<file path="config.mk">
export PLATFORM = sky130hd
export DESIGN_NAME = sha256_stream_hasher_unit
export DESIGN_NICKNAME = d
export VERILOG_FILES = /design/src/hdl/sha256_pkg.sv /design/src/hdl/sha256_round.sv /design/src/hdl/sha256_stream_hasher_unit.sv
export SDC_FILE = /design/constraint.sdc
export NUM_CORES = 2
export LEC_CHECK = 0
export ABC_AREA = 1
export BUFFER_PORTS_ARGS = -buffer_cell sky130_fd_sc_hd__buf_2
export CORE_ASPECT_RATIO = 1.5
export CORE_UTILIZATION = 45
export CTS_CLUSTER_DIAMETER = 100
export DETAILED_ROUTE_END_ITERATION = 10
export GPL_ROUTABILITY_DRIVEN = 1
export PLACE_DENSITY = 0.68
export RECOVER_POWER = 100
export SLEW_MARGIN = 10
export SYNTH_ARGS = -nofsm -noshare
export SYNTH_HDL_FRONTEND = slang
export SYNTH_HIERARCHICAL = 1
export SYNTH_SLANG_ARGS = --single-unit
export TNS_END_PERCENT = 30
</file>
<file path="constraint.sdc">
create_clock -name clk -period 57.6 [get_ports clk]
set_input_delay 2.88 -clock clk [delete_from_list [all_inputs] [get_ports clk]]
set_output_delay 2.88 -clock clk [all_outputs]
set_load 0.02 [all_outputs]
</file>
<file path="src/hdl/sha256_pkg.sv">
package sha256_pkg;

  localparam int unsigned BlockBytes = 64;
  localparam int unsigned Rounds = 64;

  localparam logic [7:0] PadByte = 8'h80;

  typedef logic [31:0] word_t;

  typedef struct packed {
    word_t a;
    word_t b;
    word_t c;
    word_t d;
    word_t e;
    word_t f;
    word_t g;
    word_t h;
  } vars_t;

  localparam vars_t InitHash = '{
    32'h6a09e667, 32'hbb67ae85, 32'h3c6ef372, 32'ha54ff53a,
    32'h510e527f, 32'h9b05688c, 32'h1f83d9ab, 32'h5be0cd19
  };

  function automatic word_t round_k(input logic [5:0] t);
    word_t k;
    case (t)
      6'd0: k = 32'h428a2f98;  6'd1: k = 32'h71374491;
      6'd2: k = 32'hb5c0fbcf;  6'd3: k = 32'he9b5dba5;
      6'd4: k = 32'h3956c25b;  6'd5: k = 32'h59f111f1;
      6'd6: k = 32'h923f82a4;  6'd7: k = 32'hab1c5ed5;
      6'd8: k = 32'hd807aa98;  6'd9: k = 32'h12835b01;
      6'd10: k = 32'h243185be; 6'd11: k = 32'h550c7dc3;
      6'd12: k = 32'h72be5d74; 6'd13: k = 32'h80deb1fe;
      6'd14: k = 32'h9bdc06a7; 6'd15: k = 32'hc19bf174;
      6'd16: k = 32'he49b69c1; 6'd17: k = 32'hefbe4786;
      6'd18: k = 32'h0fc19dc6; 6'd19: k = 32'h240ca1cc;
      6'd20: k = 32'h2de92c6f; 6'd21: k = 32'h4a7484aa;
      6'd22: k = 32'h5cb0a9dc; 6'd23: k = 32'h76f988da;
      6'd24: k = 32'h983e5152; 6'd25: k = 32'ha831c66d;
      6'd26: k = 32'hb00327c8; 6'd27: k = 32'hbf597fc7;
      6'd28: k = 32'hc6e00bf3; 6'd29: k = 32'hd5a79147;
      6'd30: k = 32'h06ca6351; 6'd31: k = 32'h14292967;
      6'd32: k = 32'h27b70a85; 6'd33: k = 32'h2e1b2138;
      6'd34: k = 32'h4d2c6dfc; 6'd35: k = 32'h53380d13;
      6'd36: k = 32'h650a7354; 6'd37: k = 32'h766a0abb;
      6'd38: k = 32'h81c2c92e; 6'd39: k = 32'h92722c85;
      6'd40: k = 32'ha2bfe8a1; 6'd41: k = 32'ha81a664b;
      6'd42: k = 32'hc24b8b70; 6'd43: k = 32'hc76c51a3;
      6'd44: k = 32'hd192e819; 6'd45: k = 32'hd6990624;
      6'd46: k = 32'hf40e3585; 6'd47: k = 32'h106aa070;
      6'd48: k = 32'h19a4c116; 6'd49: k = 32'h1e376c08;
      6'd50: k = 32'h2748774c; 6'd51: k = 32'h34b0bcb5;
      6'd52: k = 32'h391c0cb3; 6'd53: k = 32'h4ed8aa4a;
      6'd54: k = 32'h5b9cca4f; 6'd55: k = 32'h682e6ff3;
      6'd56: k = 32'h748f82ee; 6'd57: k = 32'h78a5636f;
      6'd58: k = 32'h84c87814; 6'd59: k = 32'h8cc70208;
      6'd60: k = 32'h90befffa; 6'd61: k = 32'ha4506ceb;
      6'd62: k = 32'hbef9a3f7; 6'd63: k = 32'hc67178f2;
      default: k = '0;
    endcase
    return k;
  endfunction

  typedef enum logic [5:0] {
    ST_IDLE  = 6'b000001,
    ST_PAD   = 6'b000010,
    ST_ROUND = 6'b000100,
    ST_ADD   = 6'b001000,
    ST_LEN   = 6'b010000,
    ST_OUT   = 6'b100000
  } state_t;

endpackage

</file>
<file path="src/hdl/sha256_round.sv">
module sha256_round (
  input  sha256_pkg::vars_t v,
  input  sha256_pkg::word_t wt,
  input  sha256_pkg::word_t kt,
  output sha256_pkg::vars_t v_next
);
  sha256_pkg::word_t s1;
  sha256_pkg::word_t s0;
  sha256_pkg::word_t ch;
  sha256_pkg::word_t maj;
  sha256_pkg::word_t t1;
  sha256_pkg::word_t t2;

  always_comb begin
    s1 = {v.e[5:0], v.e[31:6]} ^ {v.e[10:0], v.e[31:11]} ^ {v.e[24:0], v.e[31:25]};
    s0 = {v.a[1:0], v.a[31:2]} ^ {v.a[12:0], v.a[31:13]} ^ {v.a[21:0], v.a[31:22]};
    ch = (v.e & v.f) ^ (~v.e & v.g);
    maj = (v.a & v.b) ^ (v.a & v.c) ^ (v.b & v.c);
    t1 = v.h + s1 + ch + kt + wt;
    t2 = s0 + maj;
    v_next = '{t1 + t2, v.a, v.b, v.c, v.d + t1, v.e, v.f, v.g};
  end
endmodule

</file>
<file path="src/hdl/sha256_stream_hasher_unit.sv">
// SHA-256 hasher. Each accepted item carries at most one message byte; bytes are packed into a
// 16-word schedule window. The 64th byte of a block starts a compression of 64 rounds followed
// by the hash update, and ready stays low until both are done. An item with message_end writes
// the pad byte and the zero fill at one byte position per cycle up to the length field, writes
// the length, runs each of its one or two compressions, then presents the eight digest words,
// word 0 first, one per accepted output cycle. The single round unit runs one round per cycle.
module sha256_stream_hasher_unit (
  input  logic        clk,
  input  logic        rst,
  input  logic        in_valid,
  output logic        in_ready,
  input  logic [7:0]  data_byte,
  input  logic        has_byte,
  input  logic        message_end,
  output logic        out_valid,
  input  logic        out_ready,
  output logic [31:0] digest_word,
  output logic [2:0]  word_index,
  output logic        last_word
);
  sha256_pkg::state_t state;
  sha256_pkg::vars_t  hash;
  sha256_pkg::vars_t  v;
  sha256_pkg::vars_t  v_next;
  sha256_pkg::word_t  win [16];
  sha256_pkg::word_t  wt;
  sha256_pkg::word_t  w15;
  sha256_pkg::word_t  w2;
  sha256_pkg::word_t  wnew;
  logic [63:0] bits;
  logic [63:0] msg_len;
  logic [5:0]  pos;
  logic [5:0]  rnd;
  logic        pending_end;
  logic        padding;
  logic        len_done;
  logic [2:0]  oidx;
  logic [3:0]  slot;
  logic [7:0]  pbyte;

  assign pos = bits[8:3];
  assign in_ready = (state == sha256_pkg::ST_IDLE);
  assign out_valid = (state == sha256_pkg::ST_OUT);
  assign word_index = oidx;
  assign last_word = (oidx == 3'd7);

  always_comb begin
    case (oidx)
      3'd0: digest_word = hash.a;
      3'd1: digest_word = hash.b;
      3'd2: digest_word = hash.c;
      3'd3: digest_word = hash.d;
      3'd4: digest_word = hash.e;
      3'd5: digest_word = hash.f;
      3'd6: digest_word = hash.g;
      default: digest_word = hash.h;
    endcase
  end

  // schedule: window slot 0 always holds W[t]; the window shifts each round
  always_comb begin
    w15 = win[1];
    w2 = win[14];
    wnew = win[0] + win[9]
         + ({w15[6:0], w15[31:7]} ^ {w15[17:0], w15[31:18]} ^ (w15 >> 3))
         + ({w2[16:0], w2[31:17]} ^ {w2[18:0], w2[31:19]} ^ (w2 >> 10));
    wt = win[0];
  end

  sha256_round u_round (
    .v      (v),
    .wt     (wt),
    .kt     (sha256_pkg::round_k(rnd)),
    .v_next (v_next)
  );

  always_comb begin
    slot = pos[5:2];
    pbyte = (state == sha256_pkg::ST_IDLE) ? data_byte
          : (pending_end ? sha256_pkg::PadByte : 8'h00);
  end

  always_ff @(posedge clk) begin
    if (rst) begin
      state <= sha256_pkg::ST_IDLE;
      hash <= sha256_pkg::InitHash;
      bits <= '0;
      rnd <= '0;
      pending_end <= 1'b0;
      padding <= 1'b0;
      len_done <= 1'b0;
      oidx <= '0;
    end else begin
      case (state)
        sha256_pkg::ST_IDLE: begin
          if (in_valid) begin
            pending_end <= message_end;
            len_done <= 1'b0;
            if (message_end) begin
              padding <= 1'b1;
              msg_len <= bits + (has_byte ? 64'd8 : 64'd0);
            end
            if (has_byte) begin
              case (pos[1:0])
                2'd0: win[slot][31:24] <= data_byte;
                2'd1: win[slot][23:16] <= data_byte;
                2'd2: win[slot][15:8]  <= data_byte;
                default: win[slot][7:0] <= data_byte;
              endcase
              bits <= bits + 64'd8;
              if (pos == 6'd63) begin
                v <= hash;
                rnd <= '0;
                state <= sha256_pkg::ST_ROUND;
              end else if (message_end) begin
                state <= sha256_pkg::ST_PAD;
              end
            end else if (message_end) begin
              state <= sha256_pkg::ST_PAD;
            end
          end
        end
        // write pad byte, then zeros, using bits as the byte cursor
        sha256_pkg::ST_PAD: begin
          case (pos[1:0])
            2'd0: win[slot][31:24] <= pbyte;
            2'd1: win[slot][23:16] <= pbyte;
            2'd2: win[slot][15:8]  <= pbyte;
            default: win[slot][7:0] <= pbyte;
          endcase
          pending_end <= 1'b0;
          bits <= bits + 64'd8;
          rnd <= '0;
          if (pos == 6'd63) begin
            v <= hash;
            state <= sha256_pkg::ST_ROUND;
          end else if (pos == 6'd55 && !len_done) begin
            state <= sha256_pkg::ST_LEN;
          end
        end
        sha256_pkg::ST_LEN: begin
          // length goes into words 14 and 15 from the count saved at message end
          win[14] <= msg_len[63:32];
          win[15] <= msg_len[31:0];
          len_done <= 1'b1;
          v <= hash;
          rnd <= '0;
          state <= sha256_pkg::ST_ROUND;
        end
        sha256_pkg::ST_ROUND: begin
          v <= v_next;
          for (int i = 0; i < 15; i++) win[i] <= win[i + 1];
          win[15] <= wnew;
          rnd <= rnd + 6'd1;
          if (rnd == 6'd63) state <= sha256_pkg::ST_ADD;
        end
        sha256_pkg::ST_ADD: begin
          hash <= '{hash.a + v.a, hash.b + v.b, hash.c + v.c, hash.d + v.d,
                    hash.e + v.e, hash.f + v.f, hash.g + v.g, hash.h + v.h};
          if (len_done) begin
            oidx <= '0;
            state <= sha256_pkg::ST_OUT;
          end else if (padding) begin
            state <= sha256_pkg::ST_PAD;
          end else begin
            state <= sha256_pkg::ST_IDLE;
          end
        end
        sha256_pkg::ST_OUT: begin
          if (out_ready) begin
            oidx <= oidx + 3'd1;
            if (oidx == 3'd7) begin
              hash <= sha256_pkg::InitHash;
              bits <= '0;
              padding <= 1'b0;
              state <= sha256_pkg::ST_IDLE;
            end
          end
        end
        default: state <= sha256_pkg::ST_IDLE;
      endcase
    end
  end

`ifndef ASSERT_OFF
  a_ready_only_idle: assert property (@(posedge clk) disable iff (rst)
    in_ready |-> !out_valid) else $error("ready while presenting digest");
  a_round_count: assert property (@(posedge clk) disable iff (rst)
    (state == sha256_pkg::ST_ROUND && rnd == 6'd63) |=> state == sha256_pkg::ST_ADD)
    else $error("round sequencer overran");
  a_out_hold: assert property (@(posedge clk) disable iff (rst)
    (out_valid && !out_ready) |=> out_valid && $stable(oidx))
    else $error("digest word dropped");
`endif
endmodule

</file>
* Word level (Yosys, flattened, before mapping)
Memory sizes are Yosys's and may differ from the RTL's. A register that Yosys moved wholly into a read port is not among the register bits.
Index checks and enable logic that the tools add are counted.
** Word-level totals
- Output and inout bits :: 38
- Bits in registers :: 658
- Memory bits (read-only) :: 2048
- Bits of input ports :: 14
- RAM bits :: 512
- Memories :: 2
- Word-level logic and storage cells :: 220
** Cells by class
- Bitwise operators :: 24
- Equality and inequality tests :: 27
- Reduce and logical (&&, ||, !) cells :: 24
- Muxes and demuxes :: 97
- $add $sub $neg :: 22
** Memories
- (name not given) :: words 64, width 32, read ports 1, clocked after Yosys merged registers in 1, write ports 0, RTL line sha256_pkg.sv:28 : case (t)
- win :: words 16, width 32, read ports 16, clocked after Yosys merged registers in 0, write ports 16, RTL line sha256_stream_hasher_unit.sv:25 : sha256_pkg::word_t win [16];
** Operator list (count)
- 256-bit two-way mux :: 5
- 256-bit one-hot mux with 4 select lines :: 1
- 32-bit adder :: 18
- 256-bit one-hot mux with 2 select lines :: 1
- 32-bit XOR :: 9
- 64-bit two-way mux :: 4
- 32-bit one-hot mux with 7 select lines :: 1
- 64-bit one-hot mux with 3 select lines :: 1
- 32-bit AND :: 5
- 32-bit two-way mux :: 3
- 6-bit two-way mux :: 15
- 64-bit by 4-bit adder with 64-bit output :: 1
- 64-bit by 4-bit adder with 64-bit output (second input constant) :: 1
- 1-bit two-way mux :: 48
- 8-bit two-way mux :: 6
- 6-bit one-hot mux with 6 select lines :: 1
- 32-bit inverter :: 1
- 32-bit OR reduction :: 1
- 32-bit by 22-bit XOR with 32-bit output :: 1
- 32-bit by 29-bit XOR with 32-bit output :: 1
- 6-bit == test (second input constant) :: 4
- 6-bit one-hot mux with 3 select lines :: 1
- 5-bit AND reduction :: 3
- 3-bit == test (second input constant) :: 4
- 33 further kinds :: 58

* Longest topological paths before layout
- Depth in word-level cells :: 10
- Gate-level depth with buffers :: 35

* Cells and area by module
Netlist, hierarchy kept.
** Modules (own cells, without submodules)
- sha256_stream_hasher_unit :: times used 1, area each 71942.7 um2, cells each 9105
- sha256_round :: times used 1, area each 12318.1 um2, cells each 1779

* Least setup slack after synthesis
OpenSTA, ideal clock, no wires.
- Path type :: in2reg
- From :: input rst
- To :: register, netlist name v[0]
- Library setup time :: 1.227 ns
- Path slack :: 34.916 ns
- Arrival :: 21.457 ns
- Stages :: 6
- Path through :: buf_2 > inv_1 > nand3_1 > nand2_1 > inv_1 > o21ai_0
** On the way
- Word-level cells in the longest chain between the ends :: 2
** Ends and longest elaborated chain
- start, declared :: RTL line sha256_stream_hasher_unit.sv:9 : input logic rst,
- 1-bit inverter (no source line)
- 4-bit AND reduction (no source line)
Every way passes these cells.
A chain may end at the register's enable or synchronous reset.

* Worst setup path in the final report
- From :: register state[0]
- To :: register, netlist name v[114]
** On the way
- Word-level cells in the longest chain between the ends :: 2
- Elaborated cells on any way between the ends :: 5
- Those cells by class :: 4 x eq/ne; 1 x mux
** Ends and longest elaborated chain
- start, declared :: RTL line sha256_stream_hasher_unit.sv:21 : sha256_pkg::state_t state;
- start signal, assigned :: RTL line sha256_stream_hasher_unit.sv:85 : state <= sha256_pkg::ST_IDLE;
- start signal, assigned :: RTL line sha256_stream_hasher_unit.sv:114 : state <= sha256_pkg::ST_ROUND;
- start signal, assigned :: RTL line sha256_stream_hasher_unit.sv:116 : state <= sha256_pkg::ST_PAD;
- 6-bit by 3-bit == test with 1-bit output (tied with other cells) :: RTL line sha256_stream_hasher_unit.sv:94 : case (state)
- 256-bit one-hot mux with 4 select lines (*) :: RTL line sha256_stream_hasher_unit.sv:94
Every way passes the cells marked *; elsewhere a longest branch is shown, timed or not.

==> run summary <==
Worst Setup Path Type: flip-flop to flip-flop
Initial DRC Count: 8,970
Post-Route Skew: 0.0767 ns
final worst path period share: 28.3%
Comb pwr share: 38.6%
Antenna Nets Post-Route: 0
first-pass GRT wire length: 580,000 um
# nets final: 11,200
CTS tree: built
port bufs: 51
final setup margin: 41.31 ns
initial core utilization: 45.3%
count leader, synth: nand2_1
Pleak: 37.8 nW
EDFF count, synth: 829
Design Area, Final: 89,800 um^2
CP arrival: 16.78 ns
sw frac: 40.8%
Final Max Slew Viols: 1,913
Hold Crit Depth: 2
clk sinks: 1,196
Area growth syn-to-layout: 6.58%
GPL Wtd Cong: 1.13
Worst-path clk slew: 0.06 ns
CTS max path bufs: 4
WL/cell: 31.9 um
Seq pwr share: 30.6%
final core utilization: 48.2%
vias in the first global route: 77,500
VDD IR max: 0.0263 mV
final WL: 421,000 um
Design Power: 3.03 mW
total CTS buffers: 139
distinct cell type count after synthesis: 66
clock share of power: 30.8%
worst hold path type: flip-flop to flip-flop
Max-cap violations: 39
largest net degree at the start of global routing: 177
setup TNS: 0 ns
fmax: 0.0614 GHz
Syn Area/Cell: 7.74 um^2
startpoint types: flip-flop
Placement Setup Slack: 50.08 ns
Die Y: 532 um
Post-CTS Setup Inserts: 0
asr flop ratio synth: 0%
Worst Tran Pin Value: 8.66 ns
via count: 79,400
drt drc: 18
placed cell area: 85,500 um^2
share of the synthesized area in the top cell type: 29.5%
Hold Slack: 0.484 ns
max_slew headroom: -477%
CTS root buf: clkbuf_16
Via density: 6.02
R2R depth: 8
top cells by area, synth: edfxtp_1 (30%), nand2_1 (14%), dfxtp_1 (8.7%), ha_1 (6.0%), inv_1 (5.1%)
I/O pins: 52
register bit total from synthesis: 1,196
core area: 186,000 um^2
Mapped Nets: 11,500
final cell count without fillers: 13,200
unrepaired setup endpoints after global routing: false
synthesized area: 84,300 um^2
grt ovf: 0
CP Max Fanout: 176
die area: 189,000 um^2
prevailing post-synth register cell: edfxtp_1
Seq/Total Area, Yosys: 38.3%
Skew-Pair Late Insertion Delay: 0.87 ns
Die Width: 355 um
Inst Count DP: 12,900
hold buffer count at CTS: 0
final period demand of the worst path: 16.29 ns
Mapped Cells: 10,900
Switch Pwr: 1.23 mW
critical path data required time: 58.08 ns
failing checks: DRC, capacitance limit, slew limit
Post-synth top cells: nand2_1 (3,109), inv_1 (1,153), edfxtp_1 (829), o21ai_0 (815), a21oi_1 (773)
status: complete, but fails checks
drt pass-1 iters: 11
GRT Total Usage: 43.8%
post-CTS sizing: 0
post-DP HPWL: 329,000 um
share of layout cells above drive strength 1: 4.38%
post-synth top area cell: edfxtp_1
CP Capture Type: flip-flop
final number of setup-violating endpoints: 0
Fin. Hold Viols: 0
row count: 194
Cell Int Power: 1.79 mW
Power Dens Cells: 33.7 nW/um^2
Yosys warning count: 6
initial antenna violation count: 31
htree depth: 4
-- cells in the final DEF, fill, tap and decap left out, types with 14 or more instances in the layout --
cell type,instances
maj3_1,20
clkbuf_16,141
xor2_1,268
or2_2,57
clkinv_2,20
a31oi_1,31
edfxtp_1,829
o21a_1,50
o21ai_0,813
a21oi_1,769
a221oi_1,38
a21oi_2,15
buf_4,65
nor2_1,628
nand4_1,89
nor4_1,31
o211ai_1,37
clkbuf_1,102
nand2_2,27
inv_1,1155
o21ai_1,15
ha_1,401
bufinv_16,17
nor3_1,115
nand3b_1,23
nand3_1,682
o21bai_1,56
o22ai_1,53
inv_2,21
dfxtp_1,367
a22o_1,16
nand2_1,3110
buf_2,15
clkinv_1,14
mux2i_1,31
xnor2_1,183
fa_1,195
a21o_1,64
diode_2,30
-- routing by layer --
| metal | share of wire, % | GRT usage, % | vias up |
|---|---|---|---|
| li1 | - | - | 35400 |
| met2 | 48 | 74.1 | 4271 |
| met3 | 7.1 | 9.25 | 1833 |
| met1 | 30 | 40.5 | 37900 |
| met4 | 15 | 52.3 | 24 |
| met5 | 0.043 | 0 | - |
-- area by class of cell --
class / instances / area, um^2
fill: 18400 / 96400
multi-input combinational: 7922 / 44500
sequential: 1196 / 32200
inverter: 1180 / 4430
clock buffer: 171 / 3740
tap: 2450 / 3070
timing repair buffer: 166 / 925
clock inverter: 70 / 833
antenna: 30 / 75.1
-- cells by family after synthesis --
family                     Yosys count  synth area share [%]
xor gates and xnor gates           451                  4.69
and+or+nand+nor                   4810                  23.7
AOI/OAI and AO/OA                 2007                  13.1
DFF                               1196                  38.3
muxes                               38                 0.462
buffers and inverters             1766                  8.94
adders and majority gates          616                  10.8
-- worst max-delay path: stages, from the launching register on --
cell and delay [ns]:
dfxtp_1 0.33, nor2_1 0.44, nand2_1 0.21, nor2_1 1.84
clkbuf_1 1.15, clkbuf_1 2.49, clkbuf_1 6.06, nand2_1 2.33
o21ai_0 0.61
-- final timing paths --
kind,slack (ns),from,to
worst max register to register,41.31,state[0],v[114]
worst max-delay path,41.31,state[0],v[114]
worst min-delay path,0.48,hash[160],hash[160]
worst min register to register,0.48,hash[160],hash[160]
-- state kept, by name, indices dropped and copies added, names as in the netlist, 3 cells and up, named ones only --
register	cells
hash	256
bits	61
v	256
msg_len	61
win	512
state	6
word_index	3
rnd	6
-- power by group through the flow --
stage | Clock (mW) | Sequential (mW) | Combinational [mW]
3_3_place_gp | 0 | 0.945 | 1.15
4_1_cts | 0.935 | 0.926 | 1.13
3_5_place_dp | 0 | 0.945 | 1.12
6_report | 0.932 | 0.927 | 1.17
5_1_grt | 0.964 | 0.927 | 1.23
2_1_floorplan | 0 | 0.943 | 0.705
Power figures use the tool's default switching activity.
